<file path="config.mk">
export PLATFORM = sky130hd
export DESIGN_NAME = mbet_ctrl
export DESIGN_NICKNAME = d
export VERILOG_FILES = /design/src/rtl/mbet_pkg.sv /design/src/rtl/mbet_ctrl.sv
export SDC_FILE = /design/constraint.sdc
export NUM_CORES = 1
export LEC_CHECK = 0
export ABC_AREA = 1
export BUFFER_PORTS_ARGS = -buffer_cell sky130_fd_sc_hd__buf_2
export CAP_MARGIN = 20
export CORE_AREA = 2 2 39 41
export DETAILED_ROUTE_END_ITERATION = 10
export DIE_AREA = 0 0 41 43
export SYNTH_ARGS = -nofsm -noshare
export SYNTH_HDL_FRONTEND = slang
export SYNTH_SLANG_ARGS = --single-unit
</file>
<file path="constraint.sdc">
create_clock -name clk_i -period 1.95 [get_ports clk_i]
set_input_delay 0.4875 -clock clk_i [delete_from_list [all_inputs] [get_ports clk_i]]
set_output_delay 0.4875 -clock clk_i [all_outputs]
set_load 0.02 [all_outputs]
</file>
<file path="src/rtl/mbet_pkg.sv">
// -----------------------------------------------------------------------------
// mbet_pkg
// Types, constants and helpers shared by the escape-time pixel block.
// -----------------------------------------------------------------------------
`default_nettype none

package mbet_pkg;

  localparam int FRAC_BITS = 28;
  localparam int MAX_DIM   = 1024;

  localparam int COORD_W = 32;
  localparam int PIX_W   = 10;
  localparam int DIM_W   = 11;
  localparam int CNT_W   = 10;
  localparam int COLOR_W = 24;

  // Iteration values stay below 32 in magnitude: sign + 5 integer bits.
  localparam int Z_W     = FRAC_BITS + 6;
  // Magnitudes fed to the multipliers are below 8 (larger ones escape anyway).
  localparam int MAG_W   = FRAC_BITS + 3;
  localparam int SQ_W    = 2 * MAG_W - FRAC_BITS;
  localparam int CROSS_W = SQ_W + 1;
  localparam int ACC_W   = CROSS_W + 1;

  localparam logic [CROSS_W-1:0] ESC_THRESH = CROSS_W'(16) << FRAC_BITS;

  localparam logic [COLOR_W-1:0] COLOR_BASE = 24'h340000;
  localparam logic [COLOR_W-1:0] COLOR_STEP = 24'd10000;

  // Register indexes on the configuration port
  localparam int REG_IDX_W = 3;
  localparam logic [REG_IDX_W-1:0] REG_STEP_X   = 3'd0;
  localparam logic [REG_IDX_W-1:0] REG_STEP_Y   = 3'd1;
  localparam logic [REG_IDX_W-1:0] REG_OFFSET_X = 3'd2;
  localparam logic [REG_IDX_W-1:0] REG_OFFSET_Y = 3'd3;
  localparam logic [REG_IDX_W-1:0] REG_WIDTH    = 3'd4;
  localparam logic [REG_IDX_W-1:0] REG_HEIGHT   = 3'd5;
  localparam logic [REG_IDX_W-1:0] REG_LIMIT    = 3'd6;

  typedef struct packed {
    logic [COORD_W-1:0] step_x;
    logic [COORD_W-1:0] step_y;
    logic [COORD_W-1:0] offset_x;
    logic [COORD_W-1:0] offset_y;
    logic [DIM_W-1:0]   frame_width;
    logic [DIM_W-1:0]   frame_height;
    logic [CNT_W-1:0]   iteration_limit;
  } mbet_cfg_t;

  // Controller -> datapath
  typedef struct packed {
    logic capture;   // latch pixel, frame test
    logic map_mul;   // step * (pixel - dim/2)
    logic map_add;   // + offset, saturate, clear z and count
    logic iter_mul;  // squares and cross term of z
    logic iter_step; // z <= z^2 + c, count + 1
    logic emit;      // load result word
  } mbet_cmd_t;

  // Datapath -> controller
  typedef struct packed {
    logic in_frame;
    logic first;     // no update done yet
    logic escaped;   // |z|^2 > 16 on current z
    logic at_limit;
  } mbet_sts_t;

  function automatic logic [COLOR_W-1:0] mbet_color(input logic [2:0] k);
    return COLOR_BASE - (COLOR_W'(k) * COLOR_STEP);
  endfunction

endpackage

`default_nettype wire

</file>
<file path="src/rtl/mbet_ctrl.sv">
// -----------------------------------------------------------------------------
// mbet_ctrl
// Sequencer: frame test, then for in-frame pixels mapping and multiply / update steps until escape or limit.
// -----------------------------------------------------------------------------
`default_nettype none

module mbet_ctrl (
  input  wire                 clk_i,
  input  wire                 rst_ni,
  input  wire                 start,
  output logic                busy,
  input  mbet_pkg::mbet_sts_t sts_i,
  output mbet_pkg::mbet_cmd_t cmd_o,
  output logic                done_o
);
  import mbet_pkg::*;

  localparam logic [2:0] S_IDLE     = 3'd0;
  localparam logic [2:0] S_MAP_MUL  = 3'd1;
  localparam logic [2:0] S_MAP_ADD  = 3'd2;
  localparam logic [2:0] S_ITER_MUL = 3'd3;
  localparam logic [2:0] S_ITER_CHK = 3'd4;

  logic [2:0] state_q, state_d;
  logic       done_q, done_d;

  always_comb begin
    state_d = state_q;
    done_d  = 1'b0;
    cmd_o   = '0;
    case (state_q)
      S_IDLE: begin
        if (start) begin
          cmd_o.capture = 1'b1;
          state_d       = S_MAP_MUL;
        end
      end
      S_MAP_MUL: begin
        if (!sts_i.in_frame) begin
          cmd_o.emit = 1'b1;
          done_d     = 1'b1;
          state_d    = S_IDLE;
        end else begin
          cmd_o.map_mul = 1'b1;
          state_d       = S_MAP_ADD;
        end
      end
      S_MAP_ADD: begin
        cmd_o.map_add = 1'b1;
        state_d       = S_ITER_MUL;
      end
      S_ITER_MUL: begin
        cmd_o.iter_mul = 1'b1;
        state_d        = S_ITER_CHK;
      end
      S_ITER_CHK: begin
        if ((!sts_i.first && sts_i.escaped) || sts_i.at_limit) begin
          cmd_o.emit = 1'b1;
          done_d     = 1'b1;
          state_d    = S_IDLE;
        end else begin
          cmd_o.iter_step = 1'b1;
          state_d         = S_ITER_MUL;
        end
      end
      default: begin
        state_d = S_IDLE;
      end
    endcase
  end

  always_ff @(posedge clk_i or negedge rst_ni) begin
    if (!rst_ni) begin
      state_q <= S_IDLE;
      done_q  <= 1'b0;
    end else begin
      state_q <= state_d;
      done_q  <= done_d;
    end
  end

  assign busy   = (state_q != S_IDLE);
  assign done_o = done_q;

endmodule

`default_nettype wire

</file>
Word-level counts from Yosys, hierarchy flattened:

Index checks and enable logic that the tools add are counted.

* output and inout port bits: 8
* word-level logic and storage cells: 27
* register bits after elaboration: 4

* reduce and logical (&&, ||, !) cells: 5
* equal/unequal tests: 5
* muxes and demuxes: 15

Operators by type and width (number)
* 3-bit case mux with 5 select lines: 1
* 1-bit 2-to-1 mux: 10
* 3-bit by 2-bit equality test with 1-bit output, second input constant: 2
* 2-bit 2-to-1 mux: 2
* 3-bit by 1-bit equality test with 1-bit output, second input constant: 1
* 3-bit equality test, second input constant: 1
* 3-bit logical NOT: 1
* 3-bit 2-to-1 mux: 1
* 3-bit nonzero test: 1
* 2-bit != test, second input constant: 1
* 1-bit case mux with 2 select lines: 1
* 1-bit logical AND: 1
* 1-bit logical NOT: 1
* 1-bit logical OR: 1

Depth between registers and ports, before layout:

Gate-level depths: netlist (run 1).

* word-level depth: 5
* gate-level depth with buffers: 7
* mapped depth without buffers: 7

Worst setup path before layout (run 1):

OpenSTA, ideal clock, no wires.

* kind: reg-to-output
* from: register state_q[0]
* to: output port cmd_o[5] (netlist bit)
* buffers on the path: 0
* cell stages (with the launch flop): 6
* arrival: 1.002 ns
* slack: 0.461 ns
* required time: 1.462 ns
* cell sequence: dfrtp_1 > inv_2 > nand2_4 > inv_2 > nand2_2 > nor2_1

RTL lines
* start: declaration: RTL line mbet_ctrl.sv:24 `logic [2:0] state_q, state_d;`
* start signal: assignment: RTL line mbet_ctrl.sv:77 `state_q <= state_d;`
* end: declaration: RTL line mbet_ctrl.sv:13 `output mbet_pkg::mbet_cmd_t cmd_o,`

==> results of run 1 <==
-- synthesized netlist by cell type, drive strengths merged --
master   n
buf      1
nand2    4
nor2     2
nand4    1
o22ai    1
inv     11
nand3    5
a21oi    1
dfrtp    4
nor3     2
-- state kept, by name, indices dropped and copies added, names as in the netlist --
name,cells
done_o,1
state_q,3
-- cells by family (layout without fill, tap and decap cells) --
logic type      after synthesis  after routing
flops                         4              4
simple gates                 14             14
compound gates                2              2
buf+inv                      12             28
-- final cells by class --
type,instances,area [um^2]
clock buffers,3,22.5
well taps,16,20.0
inverters,11,41.3
multi-input cells,16,100
fillers,148,1030
repair buffers,14,70.1
flip-flops and latches,4,100
-- layer usage --
metal  GRT usage, %  up-vias  routed length, um
met1           8.55      102                209
met3           3.14        0                 23
met4           6.00        0                  0
li1               -      129                  -
met2           11.6        7                251
met5              0        -                  0
-- worst paths after layout --
check	startpoint	to	slack [ns]
setup / recovery	state_q[0]$_DFFE_PN0P_	cmd_o[0]	0.19
hold reg to reg	state_q[2]$_DFFE_PN0P_	state_q[2]$_DFFE_PN0P_	0.48
setup reg to reg	state_q[0]$_DFFE_PN0P_	state_q[0]$_DFFE_PN0P_	1.00
max in group asynchronous	rst_ni	state_q[2]$_DFFE_PN0P_	1.78
hold / removal	rst_ni	state_q[0]$_DFFE_PN0P_	0.05
min in group clk_i	state_q[2]$_DFFE_PN0P_	state_q[2]$_DFFE_PN0P_	0.48
-- critical path, cell delays in order, from the launching register on --
cell and delay, ns:
sky130_fd_sc_hd__dfrtp_1 0.39, sky130_fd_sc_hd__inv_2 0.10, sky130_fd_sc_hd__nand2_4 0.07, sky130_fd_sc_hd__nor2_4 0.09, sky130_fd_sc_hd__inv_1 0.04, sky130_fd_sc_hd__o22ai_1 0.15
sky130_fd_sc_hd__buf_2 0.20
-- cells in the final DEF (no fill, tap or decap) --
master                     netlist  routed
sky130_fd_sc_hd__a21oi_1         1       1
sky130_fd_sc_hd__buf_2           0      14
sky130_fd_sc_hd__clkbuf_4        0       3
sky130_fd_sc_hd__dfrtp_1         4       4
sky130_fd_sc_hd__inv_1           7       7
sky130_fd_sc_hd__inv_2           4       4
sky130_fd_sc_hd__nand2_1         1       1
sky130_fd_sc_hd__nand2_2         2       2
sky130_fd_sc_hd__nand2_4         1       1
sky130_fd_sc_hd__nand3_1         4       4
sky130_fd_sc_hd__nand3_2         1       1
sky130_fd_sc_hd__nand4_1         1       1
sky130_fd_sc_hd__nor2_1          1       1
sky130_fd_sc_hd__nor2_4          1       1
sky130_fd_sc_hd__nor3_1          2       2
sky130_fd_sc_hd__o22ai_1         1       1
-- metrics by stage --
step / std cells / utilization [%]
finish: 64 / 25.6
global route: 64 / 25.6
CTS: 64 / 25.6
detailed placement: 61 / 24.0
global placement: 61 / 24.0
floorplan: 32 / -
-- power groups by stage --
stage	clock network (mW)	logic (mW)	registers [mW]
2_1_floorplan	0	0.255	0.148
3_3_place_gp	0	0.340	0.140
3_5_place_dp	0	0.343	0.140
4_1_cts	0.108	0.344	0.139
5_1_grt	0.115	0.383	0.144
6_report	0.101	0.338	0.139
==> impl_results.html, run 1 <==
<table>
<tr><th>Metric</th><th>Value</th></tr>
<tr><th colspan="2">Power</th></tr>
<tr><td>LEAKAGE</td><td>0.228 nW</td></tr>
<tr><td>Share of power burned in the clock network</td><td>17.5%</td></tr>
<tr><td>Gate power share</td><td>58.5%</td></tr>
<tr><td>Overall power</td><td>579 uW</td></tr>
<tr><td>Fraction of power consumed by sequential logic</td><td>24.1%</td></tr>
<tr><td>Net switching component of the power</td><td>280 uW</td></tr>
<tr><td>Fraction of power spent switching nets</td><td>48.4%</td></tr>
<tr><td>Power per unit of standard cell area</td><td>1630 mW/mm^2</td></tr>
<tr><td>Power Internal</td><td>298 uW</td></tr>
<tr><td>Max IR drop VDD</td><td>0.000493 V</td></tr>
<tr><th colspan="2">Timing</th></tr>
<tr><td>Crit path time final</td><td>1.76 ns</td></tr>
<tr><td>Slew @ Worst Pin</td><td>0.208 ns</td></tr>
<tr><td>Worst slew margin relative to its limit</td><td>86.2%</td></tr>
<tr><td>Number of setup violations in the final report</td><td>0</td></tr>
<tr><td>Worst Clk Skew</td><td>0.00118 ns</td></tr>
<tr><td>Final worst setup slack</td><td>0.190 ns</td></tr>
<tr><td>Unrepaired setup endpoints after global routing</td><td>false</td></tr>
<tr><td>Fin Setup TNS</td><td>0 ns</td></tr>
<tr><td>Hold Violations, Final</td><td>0</td></tr>
<tr><td>Portion of the clock cycle consumed by the worst path in the final layout</td><td>90.3%</td></tr>
<tr><td>Post-Route Hold Slack</td><td>0.0521 ns</td></tr>
<tr><td>Max-slew violation total from the final report</td><td>0</td></tr>
<tr><td>Maximum clock frequency</td><td>0.568 GHz</td></tr>
<tr><th colspan="2">Floorplanning</th></tr>
<tr><td>Die Outline Area</td><td>0.00176 mm^2</td></tr>
<tr><td>Total I/O pin count</td><td>15</td></tr>
<tr><td>Row count</td><td>14</td></tr>
<tr><td>Die height</td><td>43 um</td></tr>
<tr><td>Effective utilization at floorplan</td><td>18.0%</td></tr>
<tr><td>Die span in x</td><td>41 um</td></tr>
<tr><td>Core box area</td><td>0.00138 mm^2</td></tr>
<tr><th colspan="2">Cells and area</th></tr>
<tr><td>NumNets Final</td><td>57</td></tr>
<tr><td>Ratio of cells with drive above 1 in the final layout</td><td>54.2%</td></tr>
<tr><td>Cell area after layout</td><td>354 um^2</td></tr>
<tr><td>Syn-to-layout area delta</td><td>42.2%</td></tr>
<tr><td>Antenna cell count</td><td>0</td></tr>
<tr><th colspan="2">Global routing</th></tr>
<tr><td>Largest net degree at the start of global routing</td><td>7</td></tr>
<tr><td>Antenna violations before repair</td><td>0</td></tr>
<tr><td>Global-route wire length before repair</td><td>903 um</td></tr>
<tr><td>Vias in the first global route</td><td>242</td></tr>
<tr><td>Overall fraction of global-route tracks in use</td><td>7.89%</td></tr>
<tr><td>GRT overflow</td><td>0</td></tr>
<tr><th colspan="2">Yosys</th></tr>
<tr><td>Average cell area after synthesis</td><td>7.78 um^2</td></tr>
<tr><td>Adder-cell share of the synthesized area</td><td>0%</td></tr>
<tr><td>Synth top area cells</td><td>sky130_fd_sc_hd__dfrtp_1 40%, sky130_fd_sc_hd__inv_1 11%, sky130_fd_sc_hd__nand3_1 8.0%</td></tr>
<tr><td>Cells after synthesis</td><td>32</td></tr>
<tr><td>Synthesized-area fraction occupied by ao, oa, aoi and oai cells</td><td>4.52%</td></tr>
<tr><td>Flip-flop and latch count after synthesis</td><td>4</td></tr>
<tr><td>Area share of xor/xnor cells in the synthesized design</td><td>0%</td></tr>
<tr><td>Post-synth top area share</td><td>40.2%</td></tr>
<tr><td>Cell type with the largest total area after synthesis</td><td>sky130_fd_sc_hd__dfrtp_1</td></tr>
<tr><td>Synthesized area</td><td>249 um^2</td></tr>
<tr><td>Post-Synth Simple-Gate Area</td><td>35.7%</td></tr>
<tr><td>Dominant combinational cell family by area after synthesis</td><td>simple AND/OR/NAND/NOR gates</td></tr>
<tr><td>Post-synthesis mux area share</td><td>0%</td></tr>
<tr><td>Netlist cell types</td><td>15</td></tr>
<tr><td>Post-Syn Nets</td><td>39</td></tr>
<tr><td>Fraction of the yosys area taken by sequential cells</td><td>40.2%</td></tr>
<tr><td>Warning count from the yosys run</td><td>0</td></tr>
<tr><th colspan="2">Drt</th></tr>
<tr><td>Average via count per standard cell</td><td>3.72</td></tr>
<tr><td>Post-DRT Antenna Nets</td><td>0</td></tr>
<tr><td>Post-DR wirelength/cell</td><td>7.56 um</td></tr>
<tr><td>Number of design-rule violations left by the first detailed-router iteration</td><td>1</td></tr>
<tr><td>First-pass iteration count of the detailed router</td><td>2</td></tr>
<tr><td># DRC</td><td>0</td></tr>
<tr><td>Count of vias placed by the detailed router</td><td>238</td></tr>
<tr><td>Final wirelength</td><td>484 um</td></tr>
<tr><th colspan="2">Place</th></tr>
<tr><td>Area post-placement</td><td>332 um^2</td></tr>
<tr><td>Post-Place Setup Slack</td><td>0.355 ns</td></tr>
<tr><td>Count of input and output buffers</td><td>14</td></tr>
<tr><td>HPWL Detailed</td><td>411 um</td></tr>
<tr><td>Placer Congestion</td><td>0.697</td></tr>
<tr><th colspan="2">Clock network</th></tr>
<tr><td>TritonCTS clock tree</td><td>yes</td></tr>
<tr><td>Clock Tree Root</td><td>sky130_fd_sc_hd__clkbuf_4</td></tr>
<tr><td>Worst-Skew Late Latency</td><td>0.23 ns</td></tr>
<tr><td>Post-cts gate resize count</td><td>0</td></tr>
<tr><td>Clock input transition at the sequential cells of the worst setup and hold paths</td><td>0.04 ns</td></tr>
<tr><td>H-tree level count</td><td>1</td></tr>
<tr><td>TritonCTS buffer count</td><td>3</td></tr>
<tr><td>Number of sinks driven by the clock tree</td><td>4</td></tr>
<tr><td>Count of hold-fix buffers inserted at cts</td><td>0</td></tr>
<tr><td>Post-CTS Setup Bufs</td><td>0</td></tr>
<tr><td>Max Root-Sink Buffers</td><td>2</td></tr>
<tr><th colspan="2">Worst setup path</th></tr>
<tr><td>Startpoint kind of the worst setup timing path</td><td>flop</td></tr>
<tr><td>Critical path class</td><td>reg2out</td></tr>
<tr><td>Peak fanout along the critical path</td><td>4</td></tr>
<tr><td>Worst Setup End Kind</td><td>output pin</td></tr>
<tr><td>CP Data Required Time</td><td>1.46 ns</td></tr>
<tr><td>Number of cell instances on the worst register-to-register path</td><td>7</td></tr>
<tr><td>Arrival time at the worst endpoint</td><td>1.27 ns</td></tr>
<tr><th colspan="2">Run status</th></tr>
<tr><td>Status</td><td>completed</td></tr>
<tr><th colspan="2">Job</th></tr>
<tr><td>Maximum Capacitance Violations</td><td>0</td></tr>
<tr><th colspan="2">Worst hold path</th></tr>
<tr><td>Hold crit path type</td><td>in2async</td></tr>
</table>
Power figures use the tool's default switching activity.
==> run 2, diff against run 1 <==
--- a/config.mk
+++ b/config.mk
@@ -11,6 +11,7 @@
 export CORE_AREA = 2 2 39 41
 export DETAILED_ROUTE_END_ITERATION = 10
 export DIE_AREA = 0 0 41 43
+export GPL_TIMING_DRIVEN = 0
 export SYNTH_ARGS = -nofsm -noshare
 export SYNTH_HDL_FRONTEND = slang
 export SYNTH_SLANG_ARGS = --single-unit
==> run 2 against run 1 <==
  * Global-route usage decreased by 0.43 points
  * Register-to-register slack got worse by 0.02 ns
  * Clock power about the same
  * Power rose by 3.7%
  * First-iteration DRC count grew to 4.0 times the previous value
  * Design area rose by 3.9%
  * Clock skew is 0.0042 ns higher
  * Cell count increased by 1.6%
  * Combinational power up 6%
  * Count of clock-buffer cells in the layout unchanged
  * Critical endpoint unchanged
  * Largest cell class is now multi-input gates
==> impl_results.html, run 2 (synthesized netlist as in run 1, its figures left out) <==
<table>
<tr><th>Metric</th><th>Value</th></tr>
<tr><th colspan="2">Global routing</th></tr>
<tr><td>Largest net degree at the start of global routing</td><td>7 (unchanged)</td></tr>
<tr><td>GRT overflow</td><td>0 (unchanged)</td></tr>
<tr><td>Global-route wire length before repair</td><td>869 um (-3.8%)</td></tr>
<tr><td>Vias in the first global route</td><td>246 (+1.7%)</td></tr>
<tr><td>Overall fraction of global-route tracks in use</td><td>7.46% (-0.43 points)</td></tr>
<tr><td>Antenna violations before repair</td><td>0 (unchanged)</td></tr>
<tr><th colspan="2">Floorplanning</th></tr>
<tr><td>Die Outline Area</td><td>0.00176 mm^2 (unchanged)</td></tr>
<tr><td>Effective utilization at floorplan</td><td>18.0% (unchanged)</td></tr>
<tr><td>Total I/O pin count</td><td>15 (unchanged)</td></tr>
<tr><td>Die span in x</td><td>41 um (unchanged)</td></tr>
<tr><td>Die height</td><td>43 um (unchanged)</td></tr>
<tr><td>Core box area</td><td>0.00138 mm^2 (unchanged)</td></tr>
<tr><td>Row count</td><td>14 (unchanged)</td></tr>
<tr><th colspan="2">Drt</th></tr>
<tr><td>M1 wire length</td><td>215 um (+2.9%)</td></tr>
<tr><td>Count of vias placed by the detailed router</td><td>252 (+5.9%)</td></tr>
<tr><td>Met3 WL post-DR</td><td>29 um (+26%)</td></tr>
<tr><td>Post-DR wirelength/cell</td><td>7.82 um (+3.3%)</td></tr>
<tr><td>Post-DRT Antenna Nets</td><td>0 (unchanged)</td></tr>
<tr><td>First-pass iteration count of the detailed router</td><td>2 (unchanged)</td></tr>
<tr><td>Final wirelength</td><td>508 um (+5.0%)</td></tr>
<tr><td>Average via count per standard cell</td><td>3.88 (+4.3%)</td></tr>
<tr><td>Number of design-rule violations left by the first detailed-router iteration</td><td>4 (+3)</td></tr>
<tr><td># DRC</td><td>0 (unchanged)</td></tr>
<tr><td>Wire length on met2</td><td>263 um (+4.8%)</td></tr>
<tr><td>Max layer used</td><td>met3</td></tr>
<tr><th colspan="2">Timing</th></tr>
<tr><td>Crit path time final</td><td>1.81 ns (+0.0486 ns)</td></tr>
<tr><td>Fin Setup TNS</td><td>0 ns (unchanged)</td></tr>
<tr><td>Maximum clock frequency</td><td>0.553 GHz (-2.7%)</td></tr>
<tr><td>Hold Violations, Final</td><td>0 (unchanged)</td></tr>
<tr><td>Slew @ Worst Pin</td><td>0.251 ns (+0.0434 ns)</td></tr>
<tr><td>Number of setup violations in the final report</td><td>0 (unchanged)</td></tr>
<tr><td>Portion of the clock cycle consumed by the worst path in the final layout</td><td>92.8% (+2.5 points)</td></tr>
<tr><td>Final worst setup slack</td><td>0.141 ns (-0.0486 ns)</td></tr>
<tr><td>Worst Clk Skew</td><td>0.00534 ns (+0.00416 ns)</td></tr>
<tr><td>Max-slew violation total from the final report</td><td>0 (unchanged)</td></tr>
<tr><td>Worst slew margin relative to its limit</td><td>83.3% (-2.9 points)</td></tr>
<tr><td>Unrepaired setup endpoints after global routing</td><td>false</td></tr>
<tr><th colspan="2">Place</th></tr>
<tr><td>Count of input and output buffers</td><td>14 (unchanged)</td></tr>
<tr><td>Placer Congestion</td><td>0.745 (+6.9%)</td></tr>
<tr><td>Post-Place Setup Slack</td><td>0.238 ns (-0.117 ns)</td></tr>
<tr><td>HPWL Detailed</td><td>410 um (-0.27%)</td></tr>
<tr><th colspan="2">Worst hold path</th></tr>
<tr><td>Hold crit path type</td><td>in2async</td></tr>
<tr><th colspan="2">Worst setup path</th></tr>
<tr><td>Slowest cell delay on critical path</td><td>0.39 ns (about the same)</td></tr>
<tr><td>CP Data Required Time</td><td>1.46 ns (about the same)</td></tr>
<tr><td>Critical path class</td><td>reg2out</td></tr>
<tr><td>Reg2reg end</td><td>state_q[0]$_DFFE_PN0P_</td></tr>
<tr><td>Startpoint kind of the worst setup timing path</td><td>flop</td></tr>
<tr><td>Reg2reg start</td><td>state_q[0]$_DFFE_PN0P_</td></tr>
<tr><td>Largest delay contributor family on the critical path</td><td>buffers and inverters</td></tr>
<tr><td>Arrival time at the worst endpoint</td><td>1.32 ns (+0.05 ns)</td></tr>
<tr><td>Worst-path cell chain</td><td>inv_2, nand2_4, nor2_4, inv_1, o22ai_2, buf_4, buf_2</td></tr>
<tr><td>Critical-path cell with the highest stage delay</td><td>sky130_fd_sc_hd__dfrtp_1</td></tr>
<tr><td>Peak fanout along the critical path</td><td>4 (unchanged)</td></tr>
<tr><td>Buffers plus inverters on the worst setup path</td><td>4 (+1)</td></tr>
<tr><td>Number of cell instances on the worst register-to-register path</td><td>7 (unchanged)</td></tr>
<tr><td>Worst Setup End Kind</td><td>output pin</td></tr>
<tr><td>Flop-to-flop setup slack</td><td>0.98 ns (-0.02 ns)</td></tr>
<tr><th colspan="2">Power</th></tr>
<tr><td>Fraction of power spent switching nets</td><td>48.2% (-0.27 points)</td></tr>
<tr><td>Power per unit of standard cell area</td><td>1630 mW/mm^2 (-0.21%)</td></tr>
<tr><td>Power Internal</td><td>311 uW (+4.2%)</td></tr>
<tr><td>Share of power burned in the clock network</td><td>17.1% (-0.4 points)</td></tr>
<tr><td>Gate power share</td><td>59.6% (+1.1 points)</td></tr>
<tr><td>LEAKAGE</td><td>0.236 nW (+3.4%)</td></tr>
<tr><td>Fraction of power consumed by sequential logic</td><td>23.3% (-0.8 points)</td></tr>
<tr><td>Max IR drop VDD</td><td>0.000517 V (+4.9%)</td></tr>
<tr><td>Net switching component of the power</td><td>289 uW (+3.1%)</td></tr>
<tr><th colspan="2">Clock network</th></tr>
<tr><td>Clock input transition at the sequential cells of the worst setup and hold paths</td><td>0.04 ns (about the same)</td></tr>
<tr><td>Number of sinks driven by the clock tree</td><td>4 (unchanged)</td></tr>
<tr><td>Clock Tree Root</td><td>sky130_fd_sc_hd__clkbuf_4</td></tr>
<tr><td>TritonCTS clock tree</td><td>yes</td></tr>
<tr><td>Max Root-Sink Buffers</td><td>2 (unchanged)</td></tr>
<tr><td>H-tree level count</td><td>1 (unchanged)</td></tr>
<tr><td>Count of hold-fix buffers inserted at cts</td><td>0 (unchanged)</td></tr>
<tr><td>Worst-Skew Late Latency</td><td>0.23 ns (about the same)</td></tr>
<tr><td>TritonCTS buffer count</td><td>3 (unchanged)</td></tr>
<tr><th colspan="2">Cells and area</th></tr>
<tr><td>Max reg flops</td><td>3 (unchanged)</td></tr>
<tr><td>Commonest non-fill, non-tap cell in the layout</td><td>sky130_fd_sc_hd__buf_2</td></tr>
<tr><td>Register containing the most flip-flops in the final layout</td><td>state_q</td></tr>
<tr><td>Filler Cells Inserted</td><td>152 (+2.7%)</td></tr>
<tr><td>Leading cell types in the layout, fill and taps excluded</td><td>14 x sky130_fd_sc_hd__buf_2, 7 x sky130_fd_sc_hd__inv_1, 4 x sky130_fd_sc_hd__inv_2, 4 x sky130_fd_sc_hd__nand3_1, 4 x sky130_fd_sc_hd__dfrtp_1</td></tr>
<tr><td>NumNets Final</td><td>58 (+1.8%)</td></tr>
<tr><td>Ratio of cells with drive above 1 in the final layout</td><td>57.1% (+3.0 points)</td></tr>
<tr><td>Antenna cell count</td><td>0 (unchanged)</td></tr>
<tr><td>Syn-to-layout area delta</td><td>47.7%</td></tr>
<tr><td>Final core utilization</td><td>26.6% (+0.99 points)</td></tr>
<tr><th colspan="2">Job</th></tr>
<tr><td>Maximum Capacitance Violations</td><td>0 (unchanged)</td></tr>
<tr><th colspan="2">Run status</th></tr>
<tr><td>Status</td><td>completed</td></tr>
</table>
run 2: layer usage:
layer  vias up  global-route usage (%)
met3         0                    1.57
met5         -                       0
met2         7                    12.2
met1       115                    7.49
li1        130                       -
met4         0                    6.00
run 2: worst max path at each step:
stage | from | depth (start not counted) | slack (ns) | end
global route | state_q[0]$_DFFE_PN0P_ | 7 | 0.07 | cmd_o[0]
CTS | state_q[0]$_DFFE_PN0P_ | 7 | 0.08 | cmd_o[0]
floorplan | state_q[0]$_DFFE_PN0P_ | 5 | 0.46 | cmd_o[5]
detailed placement | sts_i[1] | 5 | 0.24 | cmd_o[0]
global placement | sts_i[1] | 5 | 0.24 | cmd_o[0]
finish | state_q[0]$_DFFE_PN0P_ | 7 | 0.14 | cmd_o[0]
run 2: power by group through the flow:
stage	combinational [mW]	clock, mW	sequential (mW)
global route	0.399	0.113	0.144
detailed placement	0.354	0	0.141
finish	0.357	0.103	0.140
floorplan	0.255	0	0.148
CTS	0.355	0.109	0.140
global placement	0.351	0	0.140
run 2: cell type report:
| cell class | count | area, um^2 | area share (%) |
|---|---|---|---|
| multi-input cells | 16 | 106 | 28.9 |
| flip-flops and latches | 4 | 100 | 27.2 |
| repair buffers | 14 | 70.1 | 19.0 |
| inverters | 11 | 41.3 | 11.2 |
| clock buffers | 3 | 22.5 | 6.12 |
| well taps | 16 | 20.0 | 5.44 |
| plain buffers | 1 | 7.51 | 2.04 |
run 2: through the flow:
stage	cell area, um^2	total power [mW]	hold slack [ns]	instances
floorplan	249	0.404	0.192	32
global placement	339	0.491	0.294	62
detailed placement	339	0.495	0.296	62
CTS	362	0.604	0.0417	65
global route	368	0.656	0.0464	65
finish	368	0.600	0.0476	65
run 2: repair_timing:
action	CTS	global route
setup endpoints to repair	0	1
resized for setup	0	1
hold endpoints to repair	0	0
setup buffers	0	0
run 2: worst register-to-register path: cells and delay by family (launching register included):
kind	cells	cell delay (ns)
buffers and inverters	2	0.16
flip-flops	1	0.39
AND/OR/NAND/NOR	5	0.36
==> run 3, diff against run 2 <==
--- a/config.mk
+++ b/config.mk
@@ -12,6 +12,7 @@
 export DETAILED_ROUTE_END_ITERATION = 10
 export DIE_AREA = 0 0 41 43
 export GPL_TIMING_DRIVEN = 0
+export REMOVE_ABC_BUFFERS = 1
 export SYNTH_ARGS = -nofsm -noshare
 export SYNTH_HDL_FRONTEND = slang
 export SYNTH_SLANG_ARGS = --single-unit
==> run 3 against run 2 <==
  * Sequential share of layout area grew 1.1 points
  * Clock skew shrank 0.0034 ns
  * Clock power is essentially flat
  * Critical endpoint unchanged
==> impl_results.html, run 3 (synthesized netlist as in run 1, its figures left out) <==
<table>
<tr><th>Metric</th><th>Value</th></tr>
<tr><th colspan="2">Floorplanning</th></tr>
<tr><td>Total I/O pin count</td><td>15 (unchanged)</td></tr>
<tr><td>Core box area</td><td>0.00138 mm^2 (unchanged)</td></tr>
<tr><td>Effective utilization at floorplan</td><td>18.0% (unchanged)</td></tr>
<tr><td>Row count</td><td>14 (unchanged)</td></tr>
<tr><td>Die Outline Area</td><td>0.00176 mm^2 (unchanged)</td></tr>
<tr><td>Die span in x</td><td>41 um (unchanged)</td></tr>
<tr><td>Die height</td><td>43 um (unchanged)</td></tr>
<tr><th colspan="2">Clock network</th></tr>
<tr><td>TritonCTS buffer count</td><td>3 (unchanged)</td></tr>
<tr><td>Post-cts gate resize count</td><td>0 (unchanged)</td></tr>
<tr><td>Count of hold-fix buffers inserted at cts</td><td>0 (unchanged)</td></tr>
<tr><td>Clock Tree Root</td><td>sky130_fd_sc_hd__clkbuf_4</td></tr>
<tr><td>TritonCTS clock tree</td><td>yes</td></tr>
<tr><td>Max Root-Sink Buffers</td><td>2 (unchanged)</td></tr>
<tr><td>Number of sinks driven by the clock tree</td><td>4 (unchanged)</td></tr>
<tr><td>Clock input transition at the sequential cells of the worst setup and hold paths</td><td>0.04 ns (about the same)</td></tr>
<tr><td>Post-CTS Setup Bufs</td><td>0 (unchanged)</td></tr>
<tr><td>H-tree level count</td><td>1 (unchanged)</td></tr>
<tr><td>Worst-Skew Late Latency</td><td>0.24 ns (about the same)</td></tr>
<tr><th colspan="2">Worst setup path</th></tr>
<tr><td>Number of cell instances on the worst register-to-register path</td><td>7 (unchanged)</td></tr>
<tr><td>Reg2reg end</td><td>state_q[0]$_DFFE_PN0P_</td></tr>
<tr><td>Slowest cell delay on critical path</td><td>0.39 ns (about the same)</td></tr>
<tr><td>Critical-path cell with the highest stage delay</td><td>sky130_fd_sc_hd__dfrtp_1</td></tr>
<tr><td>Critical path class</td><td>reg2out</td></tr>
<tr><td>Worst Setup End Kind</td><td>output pin</td></tr>
<tr><td>Reg2reg start</td><td>state_q[0]$_DFFE_PN0P_</td></tr>
<tr><td>Worst-path cell chain</td><td>inv_2, nand2_4, nor2_4, inv_1, o22ai_1, buf_2</td></tr>
<tr><td>Peak fanout along the critical path</td><td>4 (unchanged)</td></tr>
<tr><td>Buffers plus inverters on the worst setup path</td><td>3 (-1)</td></tr>
<tr><td>Largest delay contributor family on the critical path</td><td>flip-flops</td></tr>
<tr><td>Arrival time at the worst endpoint</td><td>1.28 ns (-0.04 ns)</td></tr>
<tr><td>Flop-to-flop setup slack</td><td>1.00 ns (+0.02 ns)</td></tr>
<tr><td>Startpoint kind of the worst setup timing path</td><td>flop</td></tr>
<tr><td>CP Data Required Time</td><td>1.46 ns (about the same)</td></tr>
<tr><th colspan="2">Global routing</th></tr>
<tr><td>Global routing met2 resource utilization</td><td>11.3% (-0.94 points)</td></tr>
<tr><td>Global-route met1 utilization</td><td>6.82% (-0.67 points)</td></tr>
<tr><td>Vias in the first global route</td><td>227 (-7.7%)</td></tr>
<tr><td>Global-route wire length before repair</td><td>821 um (-5.5%)</td></tr>
<tr><td>Layer carrying the most global-route usage</td><td>met4</td></tr>
<tr><td>Overall fraction of global-route tracks in use</td><td>7.55% (+0.093 points)</td></tr>
<tr><td>M3 GR Usage</td><td>0% (-1.6 points)</td></tr>
<tr><td>Antenna violations before repair</td><td>0 (unchanged)</td></tr>
<tr><td>GRT overflow</td><td>0 (unchanged)</td></tr>
<tr><td>Largest net degree at the start of global routing</td><td>7 (unchanged)</td></tr>
<tr><th colspan="2">Timing</th></tr>
<tr><td>Number of setup violations in the final report</td><td>0 (unchanged)</td></tr>
<tr><td>Final worst setup slack</td><td>0.186 ns (+0.0446 ns)</td></tr>
<tr><td>Fin Setup TNS</td><td>0 ns (unchanged)</td></tr>
<tr><td>Hold Violations, Final</td><td>0 (unchanged)</td></tr>
<tr><td>Max-slew violation total from the final report</td><td>0 (unchanged)</td></tr>
<tr><td>Slew @ Worst Pin</td><td>0.203 ns (-0.0483 ns)</td></tr>
<tr><td>Worst slew margin relative to its limit</td><td>86.5% (+3.2 points)</td></tr>
<tr><td>Worst Clk Skew</td><td>0.00197 ns (-0.00336 ns)</td></tr>
<tr><td>Unrepaired setup endpoints after global routing</td><td>false</td></tr>
<tr><td>Maximum clock frequency</td><td>0.567 GHz (+2.5%)</td></tr>
<tr><td>Crit path time final</td><td>1.76 ns (-0.0446 ns)</td></tr>
<tr><td>Post-Route Hold Slack</td><td>0.0466 ns (-0.00103 ns)</td></tr>
<tr><td>Portion of the clock cycle consumed by the worst path in the final layout</td><td>90.5% (-2.3 points)</td></tr>
<tr><th colspan="2">Job</th></tr>
<tr><td>Maximum Capacitance Violations</td><td>0 (unchanged)</td></tr>
<tr><th colspan="2">Drt</th></tr>
<tr><td>Number of design-rule violations left by the first detailed-router iteration</td><td>0 (-4)</td></tr>
<tr><td>Post-DRT Antenna Nets</td><td>0 (unchanged)</td></tr>
<tr><td>Final wirelength</td><td>494 um (-2.8%)</td></tr>
<tr><td>Average via count per standard cell</td><td>3.94 (+1.6%)</td></tr>
<tr><td>First-pass iteration count of the detailed router</td><td>1 (-1)</td></tr>
<tr><td>Count of vias placed by the detailed router</td><td>252 (unchanged)</td></tr>
<tr><td># DRC</td><td>0 (unchanged)</td></tr>
<tr><td>Post-DR wirelength/cell</td><td>7.72 um (-1.2%)</td></tr>
<tr><th colspan="2">Cells and area</th></tr>
<tr><td>Register containing the most flip-flops in the final layout</td><td>state_q</td></tr>
<tr><td>Filler Cells Inserted</td><td>166 (+9.2%)</td></tr>
<tr><td>Syn-to-layout area delta</td><td>42.2%</td></tr>
<tr><td>Antenna cell count</td><td>0 (unchanged)</td></tr>
<tr><td>Max reg flops</td><td>3 (unchanged)</td></tr>
<tr><td>Ratio of cells with drive above 1 in the final layout</td><td>54.2% (-3.0 points)</td></tr>
<tr><td>Commonest non-fill, non-tap cell in the layout</td><td>sky130_fd_sc_hd__buf_2</td></tr>
<tr><td>Leading cell types in the layout, fill and taps excluded</td><td>14 x sky130_fd_sc_hd__buf_2, 7 x sky130_fd_sc_hd__inv_1, 4 x sky130_fd_sc_hd__inv_2, 4 x sky130_fd_sc_hd__nand3_1, 4 x sky130_fd_sc_hd__dfrtp_1</td></tr>
<tr><td>Cell area after layout</td><td>354 um^2 (-3.7%)</td></tr>
<tr><td>NumNets Final</td><td>57 (-1.7%)</td></tr>
<tr><td>Final standard cell count with taps included and fillers excluded</td><td>64 (-1.5%)</td></tr>
<tr><th colspan="2">Run status</th></tr>
<tr><td>Status</td><td>completed</td></tr>
<tr><th colspan="2">Place</th></tr>
<tr><td>Area post-placement</td><td>332 um^2 (-2.2%)</td></tr>
<tr><td>Post-placement cell count</td><td>61 (-1.6%)</td></tr>
<tr><td>HPWL Detailed</td><td>424 um (+3.3%)</td></tr>
<tr><td>Count of input and output buffers</td><td>14 (unchanged)</td></tr>
<tr><td>Post-Place Setup Slack</td><td>0.347 ns (+0.108 ns)</td></tr>
<tr><td>Placer Congestion</td><td>0.756 (+1.5%)</td></tr>
<tr><th colspan="2">Power</th></tr>
<tr><td>Power per unit of standard cell area</td><td>1630 mW/mm^2 (+0.16%)</td></tr>
<tr><td>Max IR drop VDD</td><td>0.000479 V (-7.3%)</td></tr>
<tr><td>LEAKAGE</td><td>0.228 nW (-3.2%)</td></tr>
<tr><th colspan="2">Worst hold path</th></tr>
<tr><td>Hold crit path type</td><td>in2async</td></tr>
</table>
-- run 3: cell types whose count changed in the layout (fill, tap and decap cells not counted) --
cell	previous run	this run
sky130_fd_sc_hd__buf_4	1	0
sky130_fd_sc_hd__o22ai_1	0	1
sky130_fd_sc_hd__o22ai_2	1	0
-- run 3: final cells by class --
| cell class | count | area, um^2 | area share, % |
|---|---|---|---|
| Clock buffer | 3 | 22.5 | 6.36 |
| Inverter | 11 | 41.3 | 11.7 |
| Multi-Input combinational cell | 16 | 100 | 28.3 |
| Sequential cell | 4 | 100 | 28.3 |
| Tap cell | 16 | 20.0 | 5.65 |
| Timing Repair Buffer | 14 | 70.1 | 19.8 |
-- run 3: where the power goes --
| group | switching (mW) | total (mW) | leakage [nW] | internal, mW |
|---|---|---|---|---|
| Combinational | 0.224 | 0.336 | 0.162 | 0.112 |
| Clock | 0.0339 | 0.103 | 0.0138 | 0.0688 |
| Sequential | 0.0214 | 0.139 | 0.0519 | 0.118 |
-- run 3: worst max-delay path by stage --
stage / startpoint / to / slack (ns) / depth (start not counted)
after global placement: sts_i[1] / cmd_o[0] / 0.35 / 4
after global routing: state_q[0]$_DFFE_PN0P_ / cmd_o[0] / 0.06 / 6
after detailed placement: sts_i[1] / cmd_o[0] / 0.35 / 4
final: state_q[0]$_DFFE_PN0P_ / cmd_o[0] / 0.19 / 6
after floorplan: state_q[0]$_DFFE_PN0P_ / cmd_o[0] / 0.44 / 5
after CTS: state_q[1]$_DFFE_PN0P_ / cmd_o[0] / 0.16 / 6
-- run 3: worst reg2reg max path: stages (launching register included) --
cell and delay, ns:
sky130_fd_sc_hd__dfrtp_1 0.39, sky130_fd_sc_hd__inv_2 0.10, sky130_fd_sc_hd__nand2_4 0.07, sky130_fd_sc_hd__nor2_4 0.09, sky130_fd_sc_hd__nand2_2 0.08, sky130_fd_sc_hd__nand3_2 0.06
sky130_fd_sc_hd__nand2_1 0.05, sky130_fd_sc_hd__inv_1 0.05
-- run 3: per-stage QoR --
step / utilization, % / total power [mW]
after global placement: 24.0 / 0.480
after global routing: 25.6 / 0.630
after floorplan: - / 0.392
final: 25.6 / 0.578
after detailed placement: 24.0 / 0.483
after CTS: 25.6 / 0.591
-- run 3: routing by layer --
metal | vias to the layer above | part of all wire [%]
li1 | 128 | -
met1 | 112 | 39
met2 | 9 | 52
met3 | 3 | 4.5
met4 | 0 | 5.1
met5 | - | 0
